`src/design/baro_pkg.sv`:
```
// shared types, widths and helpers of the barometric compensation pipeline
`default_nettype none

package baro_pkg;

  localparam int CFG_IDX_W  = 3;
  localparam int CFG_DATA_W = 16;
  localparam int CAL_W      = 16;
  localparam int RAW_W      = 24;
  localparam int TEMP_W     = 19;
  localparam int POUT_W     = 32;

  // internal widths, sized from the value ranges
  localparam int DT_W   = 25;  // raw temperature minus reference
  localparam int PROD_W = 42;  // 17 bit unsigned coefficient times dt
  localparam int DSQ_W  = 50;  // dt squared
  localparam int SO_W   = 38;  // first-order sens and off
  localparam int D_W    = 19;  // first-order temperature minus 20.00 C
  localparam int D2_W   = 38;
  localparam int E_W    = 20;
  localparam int EE_W   = 40;
  localparam int TI_W   = 18;
  localparam int TT_W   = 21;
  localparam int CORR_W = 41;  // corrected sens and off
  localparam int LO_W   = 20;
  localparam int HI_W   = CORR_W - LO_W;
  localparam int PPL_W  = RAW_W + LO_W;
  localparam int PPH_W  = RAW_W + 1 + HI_W;
  localparam int FULL_W = 66;
  localparam int Q_W    = 46;
  localparam int DIV_W  = 72;

  localparam int T_REF     = 2000;
  localparam int T_VLOW_OF = 3500;  // -15.00 C relative to 20.00 C

  localparam int SH_SENS_2B = 7;
  localparam int SH_SENS_30 = 8;
  localparam int SH_OFF_2B  = 6;
  localparam int SH_OFF_30  = 7;
  localparam int SH_TEMP    = 23;
  localparam int SH_TI_2B   = 35;
  localparam int SH_TI_LO   = 33;
  localparam int SH_TI_HI   = 37;
  localparam int SH_PROD    = 21;
  localparam int SH_P_2B    = 15;
  localparam int SH_P_30    = 13;

  localparam logic signed [DIV_W-1:0] P_MAX = DIV_W'(64'sd2147483647);
  localparam logic signed [DIV_W-1:0] P_MIN = -P_MAX - DIV_W'(1);

  typedef enum logic [CFG_IDX_W-1:0] {
    REG_MODEL_SELECT = 3'd0,
    REG_SENS_BASE    = 3'd1,
    REG_OFF_BASE     = 3'd2,
    REG_SENS_TC      = 3'd3,
    REG_OFF_TC       = 3'd4,
    REG_REF_TEMP     = 3'd5,
    REG_TEMP_COEFF   = 3'd6
  } reg_idx_t;

  typedef struct packed {
    logic             model_select;
    logic [CAL_W-1:0] sens_base;
    logic [CAL_W-1:0] off_base;
    logic [CAL_W-1:0] sens_tc;
    logic [CAL_W-1:0] off_tc;
    logic [CAL_W-1:0] ref_temp;
    logic [CAL_W-1:0] temp_coeff;
  } baro_cfg_t;

  // hand-off from the correction stages to the pressure stages
  typedef struct packed {
    logic                     vld;
    logic [RAW_W-1:0]         press;
    logic signed [TEMP_W-1:0] temp;
    logic signed [CORR_W-1:0] off;
    logic signed [CORR_W-1:0] sens;
  } baro_comp_t;

  // signed divide by 2**k, truncating toward zero
  function automatic logic signed [DIV_W-1:0] sdiv_pow2(input logic signed [DIV_W-1:0] x,
                                                        input int unsigned k);
    logic signed [DIV_W-1:0] bias;
    bias = (DIV_W'(1) << k) - DIV_W'(1);
    if (x[DIV_W-1]) begin
      sdiv_pow2 = (x + bias) >>> k;
    end else begin
      sdiv_pow2 = x >>> k;
    end
  endfunction

endpackage

`default_nettype wire

```
`src/design/baro_regs.sv`:
```
// calibration and model select registers
`default_nettype none

module baro_regs
  import baro_pkg::*;
(
  input  wire logic                  clk,
  input  wire logic                  rst_n,
  input  wire logic                  cfg_we,
  input  wire logic [CFG_IDX_W-1:0]  cfg_index,
  input  wire logic [CFG_DATA_W-1:0] cfg_wdata,
  output baro_cfg_t                  cfg
);

  baro_cfg_t cfg_r;
  baro_cfg_t cfg_nxt;

  always_comb begin
    cfg_nxt = cfg_r;
    if (cfg_we) begin
      unique case (reg_idx_t'(cfg_index))
        REG_MODEL_SELECT: cfg_nxt.model_select = cfg_wdata[0];
        REG_SENS_BASE:    cfg_nxt.sens_base    = cfg_wdata;
        REG_OFF_BASE:     cfg_nxt.off_base     = cfg_wdata;
        REG_SENS_TC:      cfg_nxt.sens_tc      = cfg_wdata;
        REG_OFF_TC:       cfg_nxt.off_tc       = cfg_wdata;
        REG_REF_TEMP:     cfg_nxt.ref_temp     = cfg_wdata;
        REG_TEMP_COEFF:   cfg_nxt.temp_coeff   = cfg_wdata;
        default:          cfg_nxt = cfg_r;
      endcase
    end
  end

  always_ff @(posedge clk) begin
    if (!rst_n) begin
      cfg_r <= '0;
    end else begin
      cfg_r <= cfg_nxt;
    end
  end

  assign cfg = cfg_r;

endmodule

`default_nettype wire

```
`config.mk`:
```
export PLATFORM = sky130hd
export DESIGN_NAME = baro_regs
export DESIGN_NICKNAME = d
export VERILOG_FILES = /design/src/design/baro_pkg.sv /design/src/design/baro_regs.sv
export SDC_FILE = /design/constraint.sdc
export NUM_CORES = 1
export LEC_CHECK = 0
export ABC_CLOCK_PERIOD_IN_PS = 1100
export BUFFER_PORTS_ARGS = -buffer_cell sky130_fd_sc_hd__buf_2
export CAP_MARGIN = 20
export CORE_ASPECT_RATIO = 0.9
export CORE_MARGIN = 2
export CORE_UTILIZATION = 23
export DETAILED_ROUTE_END_ITERATION = 8
export SKIP_CTS_REPAIR_TIMING = 1
export SYNTH_ARGS = -nofsm -noshare
export SYNTH_HDL_FRONTEND = slang
export SYNTH_SLANG_ARGS = --single-unit
```
`constraint.sdc`:
```
create_clock -name clk -period 1.1 [get_ports clk]
set_input_delay 0.165 -clock clk [delete_from_list [all_inputs] [get_ports clk]]
set_output_delay 0.165 -clock clk [all_outputs]
set_load 0.05 [all_outputs]
```
==> flow_summary_export.csv <==
group,metric,value,unit
yosys,yosys.area_share.xor_xnor,0,
route,wl_met2,4760,um
clock_network,insertion_delay,0.33,ns
yosys,synth_cells,339,
timing,finalCritPeriodShare,0.968,
place,gp_congestion,0.734,
critical_path,cp-end-kind,"primary output",
route,drt_iter0_markers,84,
critical_path,cp_max_fo,2,
timing,tightestPinTransition,0.353,ns
clock_network,cts_buffer_depth,2,
timing,min_period,1.06,ns
final_layout,stdcell_count,670,
route,first_pass_iters,5,
yosys,synthMuxAreaShare,0.270,
yosys,ys_seq_elements,97,
grt,grt_util_all_layers,0.123,
die,die_h,123,um
final_layout,post_route_cells_drive_above_1_share,0.340,
grt,overflow,0,
clock_network,root_buffer,"clkbuf_16",
yosys,yosys-top-cells-count,"nand2_1 (113), dfxtp_1 (97), mux2i_1 (97)",
grt,grt_antenna_before_repair,0,
route,drc,0,
yosys,synth_top_family_by_area,"multiplexers",
power,leakagePower,2.66,nW
final_layout,diodes,0,
timing,setup_viol_count_final,0,
timing,finalClockSkew,0,ns
critical_path,crit_chain,"buf_4",
clock_network,cts_tree,"yes",
power,ir_worst_vdd,640,uV
critical_path,critPathLaunchType,"flip-flop",
yosys,synth_area_leaders,"dfxtp_1 (54%), mux2i_1 (27%), nand2_1 (12%), buf_6 (1.9%), buf_2 (1.4%)",
die,core-area,15300,sq um
yosys,synth_seq_area_share,0.541,
grt,grt_pass1_wl,15100,um
timing,maxSlewHeadroom,0.761,
yosys,synth-edff-count,0,
final_layout,syn_to_final_growth,47.0,%
critical_path,slowest_delay,0.34,ns
route,drt_wl_total,10200,um
route,wire_per_inst,15.2,um
yosys,synthAdderAreaFrac,0,
route,met1_length,4530,um
yosys,yosysMostFrequentCell,"nand2_1",
die,io_pins,119,
timing,fmax,0.939,GHz
run,cap_violations,0,
min_path,hold_path.class,"input pin to flip-flop",
clock_network,clkTransAtPathRegs,0.07,ns
yosys,netlist_area,3590,sq um
place,dp_cells,654,
yosys,yosysTopAreaCell,"dfxtp_1",
route,top_layer,"met4",
place,dp_hpwl,7400,um
yosys,syn-num-nets,361,
die,num_rows,43,
critical_path,cp_slowest_cell,"dfxtp_1",
yosys,avgSynthCellArea,10.6,sq um
critical_path,required,0.94,ns
timing,holdWs,0.162,ns
yosys,yosys_warnings,0,
timing,finalHoldViolations,0,
place,numPortBuffers,118,
route,ant_nets,0,
yosys,ys.flop_type,"dfxtp_1",
die,start_util,0.234,
power,power-per-cell-area,1580,nW/um^2
clock_network,cts.sinks,97,
power,power,8.36,mW
yosys,yosysUniqueCellTypes,12,
critical_path,critical_path_arrival,0.90,ns
final_layout,layout.nets,485,
yosys,synth_simple_gate_area_frac,0.138,
timing,setup_slack,0.0352,ns
grt,grt_pass1_vias,2776,
yosys,synth_compound_area_frac,0,
route,met3WireLength,798,um
yosys,async_flop_share,0,
die,dieArea,16600,sq um
timing,finalMaxSlewViolations,0,
route,viasPerCell,4.18,
die,die_x,136,um
final_layout,largest_reg_flops,97,
final_layout,post-route-util,0.344,
final_layout,n_fill_cell,1538,
critical_path,crit_type,"flip-flop to primary output",
critical_path,path_delay_family,"flip-flops",
grt,grt_max_degree,32,
route,vias,2801,
clock_network,cts_max_level,3,
clock_network,cts_buffers,9,
place,post-place-ws,-0.0213,ns
outcome,status,"finished clean",
yosys,synth_top_area_share,0.541,
critical_path,worstPathBufferInverterCount,1,
final timing paths:
kind / start / to / slack, ns / depth (start not counted)
worst max-delay path: cfg[71] / cfg[71] / 0.04 / 1
worst min-delay path: rst_n / cfg[13] / 0.16 / 3
worst min register to register: cfg[27] / cfg[27] / 0.46 / 2
worst max register to register: cfg[60] / cfg[60] / 0.47 / 2
cells by family (layout without fill, tap and decap cells):
| group | after synthesis | in the layout |
|---|---|---|
| and+or+nand+nor | 120 | 120 |
| muxes | 97 | 97 |
| buffers and inverters | 25 | 154 |
| DFF | 97 | 97 |
where the power goes:
part | internal, mW | leakage (nW) | switching, mW
clock | 2.53 | 0.183 | 1.35
combinational | 0.291 | 1.69 | 0.547
sequential | 3.59 | 0.787 | 0.0500
total | 6.41 | 2.66 | 1.95
per-layer routing:
layer  global-route usage  vias to the layer above
met5                    0                        -
met4               0.0280                        0
met3               0.0603                        9
met2                0.195                       72
met1                0.150                     1352
li1                     -                     1368
final cells by class:
class	instances	area, sq um	share of cell area
repair buffers	138	1230	0.234
clock buffers	10	239	0.0453
multi-input cells	217	1470	0.278
clock inverters	6	138	0.0261
flip-flops and latches	97	1950	0.369
well taps	202	253	0.0479
through the flow:
stage	TNS (ns)	cell area [sq um]
after floorplan	0	3590
after global placement	0	4500
after detailed placement	-0.0213	4500
after CTS	-2.88	4880
after global routing	-0.00816	5280
final	0	5280
cell usage in the layout (no fill, tap or decap), drive strengths merged:
cell / synthesis / routed
buf: 21 / 137
nand2: 113 / 113
mux2i: 97 / 97
dfxtp: 97 / 97
clkbuf: 4 / 11
bufinv: 0 / 4
nand4b: 3 / 3
nand4bb: 2 / 2
and4bb: 1 / 1
nor4b: 1 / 1
clkinv: 0 / 1
inv: 0 / 1
Note: power is estimated with default switching activity, not from simulation.
