File: src/design/baro_pkg.sv
// shared types, widths and helpers of the barometric compensation pipeline
`default_nettype none

package baro_pkg;

  localparam int CFG_IDX_W  = 3;
  localparam int CFG_DATA_W = 16;
  localparam int CAL_W      = 16;
  localparam int RAW_W      = 24;
  localparam int TEMP_W     = 19;
  localparam int POUT_W     = 32;

  // internal widths, sized from the value ranges
  localparam int DT_W   = 25;  // raw temperature minus reference
  localparam int PROD_W = 42;  // 17 bit unsigned coefficient times dt
  localparam int DSQ_W  = 50;  // dt squared
  localparam int SO_W   = 38;  // first-order sens and off
  localparam int D_W    = 19;  // first-order temperature minus 20.00 C
  localparam int D2_W   = 38;
  localparam int E_W    = 20;
  localparam int EE_W   = 40;
  localparam int TI_W   = 18;
  localparam int TT_W   = 21;
  localparam int CORR_W = 41;  // corrected sens and off
  localparam int LO_W   = 20;
  localparam int HI_W   = CORR_W - LO_W;
  localparam int PPL_W  = RAW_W + LO_W;
  localparam int PPH_W  = RAW_W + 1 + HI_W;
  localparam int FULL_W = 66;
  localparam int Q_W    = 46;
  localparam int DIV_W  = 72;

  localparam int T_REF     = 2000;
  localparam int T_VLOW_OF = 3500;  // -15.00 C relative to 20.00 C

  localparam int SH_SENS_2B = 7;
  localparam int SH_SENS_30 = 8;
  localparam int SH_OFF_2B  = 6;
  localparam int SH_OFF_30  = 7;
  localparam int SH_TEMP    = 23;
  localparam int SH_TI_2B   = 35;
  localparam int SH_TI_LO   = 33;
  localparam int SH_TI_HI   = 37;
  localparam int SH_PROD    = 21;
  localparam int SH_P_2B    = 15;
  localparam int SH_P_30    = 13;

  localparam logic signed [DIV_W-1:0] P_MAX = DIV_W'(64'sd2147483647);
  localparam logic signed [DIV_W-1:0] P_MIN = -P_MAX - DIV_W'(1);

  typedef enum logic [CFG_IDX_W-1:0] {
    REG_MODEL_SELECT = 3'd0,
    REG_SENS_BASE    = 3'd1,
    REG_OFF_BASE     = 3'd2,
    REG_SENS_TC      = 3'd3,
    REG_OFF_TC       = 3'd4,
    REG_REF_TEMP     = 3'd5,
    REG_TEMP_COEFF   = 3'd6
  } reg_idx_t;

  typedef struct packed {
    logic             model_select;
    logic [CAL_W-1:0] sens_base;
    logic [CAL_W-1:0] off_base;
    logic [CAL_W-1:0] sens_tc;
    logic [CAL_W-1:0] off_tc;
    logic [CAL_W-1:0] ref_temp;
    logic [CAL_W-1:0] temp_coeff;
  } baro_cfg_t;

  // hand-off from the correction stages to the pressure stages
  typedef struct packed {
    logic                     vld;
    logic [RAW_W-1:0]         press;
    logic signed [TEMP_W-1:0] temp;
    logic signed [CORR_W-1:0] off;
    logic signed [CORR_W-1:0] sens;
  } baro_comp_t;

  // signed divide by 2**k, truncating toward zero
  function automatic logic signed [DIV_W-1:0] sdiv_pow2(input logic signed [DIV_W-1:0] x,
                                                        input int unsigned k);
    logic signed [DIV_W-1:0] bias;
    bias = (DIV_W'(1) << k) - DIV_W'(1);
    if (x[DIV_W-1]) begin
      sdiv_pow2 = (x + bias) >>> k;
    end else begin
      sdiv_pow2 = x >>> k;
    end
  endfunction

endpackage

`default_nettype wire

File: src/design/baro_press.sv
// pressure product, scaling and saturation, four pipeline stages
`default_nettype none

module baro_press
  import baro_pkg::*;
(
  input  wire logic               clk,
  input  wire logic               rst_n,
  input  baro_cfg_t               cfg,
  input  baro_comp_t              comp,
  output logic                    out_vld,
  output logic signed [TEMP_W-1:0] out_temp,
  output logic signed [POUT_W-1:0] out_press
);

  // stage 7: two partial products of raw pressure times sens
  logic                     v7_r;
  logic signed [TEMP_W-1:0] temp7_r;
  logic signed [CORR_W-1:0] off7_r;
  logic [PPL_W-1:0]         ppl7_r;
  logic signed [PPH_W-1:0]  pph7_r;
  logic [LO_W-1:0]          sens_lo;
  logic signed [HI_W-1:0]   sens_hi;

  assign sens_lo = comp.sens[LO_W-1:0];
  assign sens_hi = comp.sens[CORR_W-1:LO_W];

  always_ff @(posedge clk) begin
    if (!rst_n) begin
      v7_r <= 1'b0;
    end else begin
      v7_r <= comp.vld;
    end
    temp7_r <= comp.temp;
    off7_r  <= comp.off;
    ppl7_r  <= PPL_W'(comp.press) * PPL_W'(sens_lo);
    pph7_r  <= PPH_W'($signed({1'b0, comp.press})) * PPH_W'(sens_hi);
  end

  // stage 8: combine partial products
  logic                     v8_r;
  logic signed [TEMP_W-1:0] temp8_r;
  logic signed [CORR_W-1:0] off8_r;
  logic signed [FULL_W-1:0] full8_r;
  logic signed [FULL_W-1:0] full8_nxt;

  assign full8_nxt = (FULL_W'(pph7_r) <<< LO_W) + $signed({{(FULL_W-PPL_W){1'b0}}, ppl7_r});

  always_ff @(posedge clk) begin
    if (!rst_n) begin
      v8_r <= 1'b0;
    end else begin
      v8_r <= v7_r;
    end
    temp8_r <= temp7_r;
    off8_r  <= off7_r;
    full8_r <= full8_nxt;
  end

  // stage 9: scale product, remove offset
  logic                     v9_r;
  logic signed [TEMP_W-1:0] temp9_r;
  logic signed [Q_W-1:0]    p9_r;
  logic signed [Q_W-1:0]    p9_nxt;

  assign p9_nxt = Q_W'(sdiv_pow2(DIV_W'(full8_r), SH_PROD)) - Q_W'(off8_r);

  always_ff @(posedge clk) begin
    if (!rst_n) begin
      v9_r <= 1'b0;
    end else begin
      v9_r <= v8_r;
    end
    temp9_r <= temp8_r;
    p9_r    <= p9_nxt;
  end

  // stage 10: output scaling and clamp to 32 bits
  logic                     v10_r;
  logic signed [TEMP_W-1:0] temp10_r;
  logic signed [POUT_W-1:0] p10_r;
  logic signed [DIV_W-1:0]  pd;
  logic signed [POUT_W-1:0] p10_nxt;

  always_comb begin
    pd = sdiv_pow2(DIV_W'(p9_r), cfg.model_select ? SH_P_2B : SH_P_30);
    if (pd > P_MAX) begin
      p10_nxt = P_MAX[POUT_W-1:0];
    end else if (pd < P_MIN) begin
      p10_nxt = P_MIN[POUT_W-1:0];
    end else begin
      p10_nxt = pd[POUT_W-1:0];
    end
  end

  always_ff @(posedge clk) begin
    if (!rst_n) begin
      v10_r <= 1'b0;
    end else begin
      v10_r <= v9_r;
    end
    temp10_r <= temp9_r;
    p10_r    <= p10_nxt;
  end

  assign out_vld   = v10_r;
  assign out_temp  = temp10_r;
  assign out_press = p10_r;

endmodule

`default_nettype wire

File: config.mk
export PLATFORM = sky130hd
export DESIGN_NAME = baro_press
export DESIGN_NICKNAME = d
export VERILOG_FILES = /design/src/design/baro_pkg.sv /design/src/design/baro_press.sv
export SDC_FILE = /design/constraint.sdc
export NUM_CORES = 2
export LEC_CHECK = 0
export ABC_CLOCK_PERIOD_IN_PS = 15900
export BUFFER_PORTS_ARGS = -buffer_cell sky130_fd_sc_hd__buf_2
export CAP_MARGIN = 30
export CORE_MARGIN = 2
export CORE_UTILIZATION = 28
export CTS_BUF_LIST = sky130_fd_sc_hd__clkbuf_4
export CTS_CLUSTER_SIZE = 10
export DETAILED_ROUTE_END_ITERATION = 12
export GPL_TIMING_DRIVEN = 0
export HOLD_SLACK_MARGIN = 0.05
export PLACE_DENSITY = 0.52
export SLEW_MARGIN = 20
export SYNTH_ARGS = -nofsm -noshare
export SYNTH_HDL_FRONTEND = slang
export SYNTH_SLANG_ARGS = --single-unit
File: constraint.sdc
create_clock -name clk -period 15.9 [get_ports clk]
set_input_delay 4.77 -clock clk [delete_from_list [all_inputs] [get_ports clk]]
set_output_delay 4.77 -clock clk [all_outputs]
set_load 0.03 [all_outputs]
==> results.json <==
{
  "cap_violations": 0,
  "synthArstFlopShare_pct": 0,
  "drv_slew": 0,
  "place_congestion": 0.943,
  "layout-drive-gt1-share_pct": 6.94,
  "wl_per_cell_um": 19.6,
  "grt_overflow": 0,
  "route.detailed.drc": 0,
  "grtUsageTotal_pct": 17.8,
  "multi_input_area_um2": 35300,
  "nets": 7099,
  "cts_buffers": 107,
  "hold_class": "reg -> reg",
  "hold_buffers": 0,
  "ctsResizeCount": 0,
  "cp.required_ps": 16830,
  "setup_viol": 0,
  "totalWireLength_um": 155000,
  "ys_seq_area_share_pct": 16.5,
  "grt_max_degree": 18,
  "slew_headroom_pct": 27.7,
  "drt_iter0_markers": 2403,
  "syn_inst": 5310,
  "netlist_area_um2": 48100,
  "worst_pin_slew_ps": 1080,
  "synth_top_cell_area_share_pct": 33.7,
  "yosys_register_bits": 396,
  "period_share_pct": 75.8,
  "reg2reg_depth": 20,
  "syn_area_per_cell_um2": 9.06,
  "fmax_ghz": 0.0829,
  "startpoint_type": "input pin",
  "fill_cells": 18200,
  "hold_viol": 0,
  "antenna_found_initial": 24,
  "start_util_pct": 28.1,
  "seqCellArea_um2": 7930,
  "die_x_um": 419,
  "fin_crit_ps": 12060,
  "grt_pass1_vias": 38200,
  "stdcell_area_um2": 53400,
  "port_buffers": 180,
  "synth.distinct_cells": 75,
  "vias": 36700,
  "yosys.area.top_type": "fa_1",
  "area_growth_pct": 11.0,
  "rsz0062_at_grt": "false",
  "vias_per_cell": 4.62,
  "synth-edff-count": 0,
  "clk_path_buf_depth": 3,
  "fp-row-count": 152,
  "outcome": "finished, final reports clean",
  "cts_tree": "done",
  "post-dp-hpwl_um": 130000,
  "whs_path_depth": 0,
  "endpoint_kind": "flip-flop",
  "synthTopCellsByArea": "fa_1 34%, dfxtp_1 16%, ha_1 12%, inv_1 8.5%, and2_1 5.6%",
  "yosysWarnings": 0,
  "dp_cells": 7733,
  "tns_ps": 0,
  "cts.sinks": 396,
  "clock-root-buffer": "clkbuf_4",
  "ant_nets": 0,
  "grt_first_pass_wirelength_um": 233000,
  "first_pass_iters": 8,
  "clkTransAtPathRegs_ps": 70,
  "htreeDepth": 3,
  "critPathKind": "in -> reg",
  "core-area_um2": 171000,
  "cp.arrival_ps": 12980,
  "postCtsSetupBuffers": 0,
  "layoutNonFillerInstCount": 7941,
  "num_io_pins": 277,
  "synth_flop_cell": "dfxtp_1",
  "die_area_um2": 175000,
  "die_h_um": 419,
  "synth_fp_nets": 6797,
  "finClkSkew_ps": 110,
  "place_area_um2": 51900,
  "worstSkewPairLatency_ps": 1090,
  "crit_fanout": 10,
  "whs_ps": 270
}
-- worst paths after layout --
| kind | from | endpoint | slack, ps |
|---|---|---|---|
| setup / recovery | comp[111] | pph7_r[45] | 3840 |
| hold / removal | off7_r[5] | off8_r[5] | 270 |
| setup reg to reg | full8_r[7] | p9_r[44] | 10480 |
| hold reg to reg | off7_r[5] | off8_r[5] | 270 |
-- logic make-up (layout without fill, tap and decap cells) --
kind of cell	Yosys count	in the layout	synth area share [%]
buffers and inverters	1301	1684	10.2
xor gates and xnor gates	233	233	4.24
AOI/OAI and AO/OA	593	593	7.94
muxes	24	24	0.525
DFF	396	396	16.5
other	0	15	0
and+or+nand+nor	1501	1501	15.1
adders and majority gates	1262	1262	45.4
-- final cells by class --
type	instances	share of cell area, %
Clock inverter	50	0.698
Multi-Input combinational cell	3613	66.0
Sequential cell	396	14.8
Timing Repair Buffer	193	1.95
Antenna cell	15	0.0703
Buffer	209	1.54
Inverter	1092	7.67
Clock buffer	140	1.97
Tap cell	2233	5.23
-- cell usage after synthesis, types with 5 or more instances --
| cell | number |
|---|---|
| a211oi_1 | 19 |
| a21boi_0 | 9 |
| a21o_1 | 111 |
| a21oi_1 | 190 |
| a221oi_1 | 5 |
| a31oi_1 | 11 |
| and2_1 | 428 |
| and3_1 | 25 |
| and4_1 | 5 |
| buf_2 | 6 |
| clkbuf_1 | 195 |
| dfxtp_1 | 396 |
| fa_1 | 810 |
| ha_1 | 452 |
| inv_1 | 1092 |
| mux2i_1 | 23 |
| nand2_1 | 659 |
| nand2b_1 | 41 |
| nand3_1 | 67 |
| nand4_1 | 33 |
| nor2_1 | 149 |
| nor2b_1 | 20 |
| nor3_1 | 33 |
| nor4_1 | 8 |
| o211ai_1 | 14 |
| o21a_1 | 29 |
| o21ai_0 | 97 |
| o21ai_1 | 5 |
| o21bai_1 | 33 |
| o22ai_1 | 5 |
| o31ai_1 | 11 |
| or2_2 | 5 |
| or3_1 | 12 |
| xnor2_1 | 159 |
| xor2_1 | 74 |
-- critical path: stages --
cell	delay, ps
buf_2	220
clkbuf_1	830
nand2_1	210
fa_1	670
fa_1	460
fa_1	520
inv_1	50
fa_1	470
fa_1	520
fa_1	590
inv_1	90
fa_1	530
inv_1	40
ha_1	370
a21o_1	220
a211oi_1	600
a2111o_1	290
nand4_1	270
nand3_1	170
o211ai_1	200
or2_2	390
a221oi_1	340
xnor2_1	150
-- flip-flops by register name (all words and copies together) (netlist names), 19 cells and up --
| name | cells |
|---|---|
| p9_r | 46 |
| off8_r | 41 |
| ppl7_r | 44 |
| full8_r | 66 |
| off7_r | 41 |
| out_press | 32 |
| temp7_r | 19 |
| out_temp | 19 |
| temp8_r | 19 |
| temp9_r | 19 |
| pph7_r | 46 |
-- layer usage --
metal | global-route usage [%] | wire length (um) | vias up
met4 | 6.27 | 5100 | 2
met2 | 28.8 | 71100 | 1311
met3 | 3.76 | 12100 | 238
met5 | 0 | 7 | -
li1 | - | - | 16900
met1 | 23.5 | 67200 | 18200
-- per-stage QoR --
step	worst slack, ps	util [%]
after floorplan	4550	-
final	3840	31.2
after detailed placement	2850	30.3
after global routing	3670	31.2
after CTS	4030	31.2
after global placement	2630	30.3
-- placed cells by master, fill, tap and decap left out, types with 12 or more instances in the layout --
cell type,n
diode_2,15
nand2b_1,41
o21bai_1,33
and3_1,25
a211oi_1,18
nand2_1,659
o211ai_1,14
nand3_1,67
a21o_1,111
mux2i_1,23
o21ai_0,97
a21oi_1,190
nand4_1,33
nor2b_1,20
xor2_1,74
o21a_1,29
clkbuf_1,195
ha_1,452
clkinv_2,16
nor2_1,149
or3_1,12
dfxtp_1,396
buf_6,14
and2_1,428
xnor2_1,159
clkinv_1,24
clkbuf_4,140
buf_2,187
nor3_1,33
inv_1,1092
fa_1,810
Power is not shown: default switching activity piles up to over one toggle a cycle in this logic, so the estimate is an artifact.
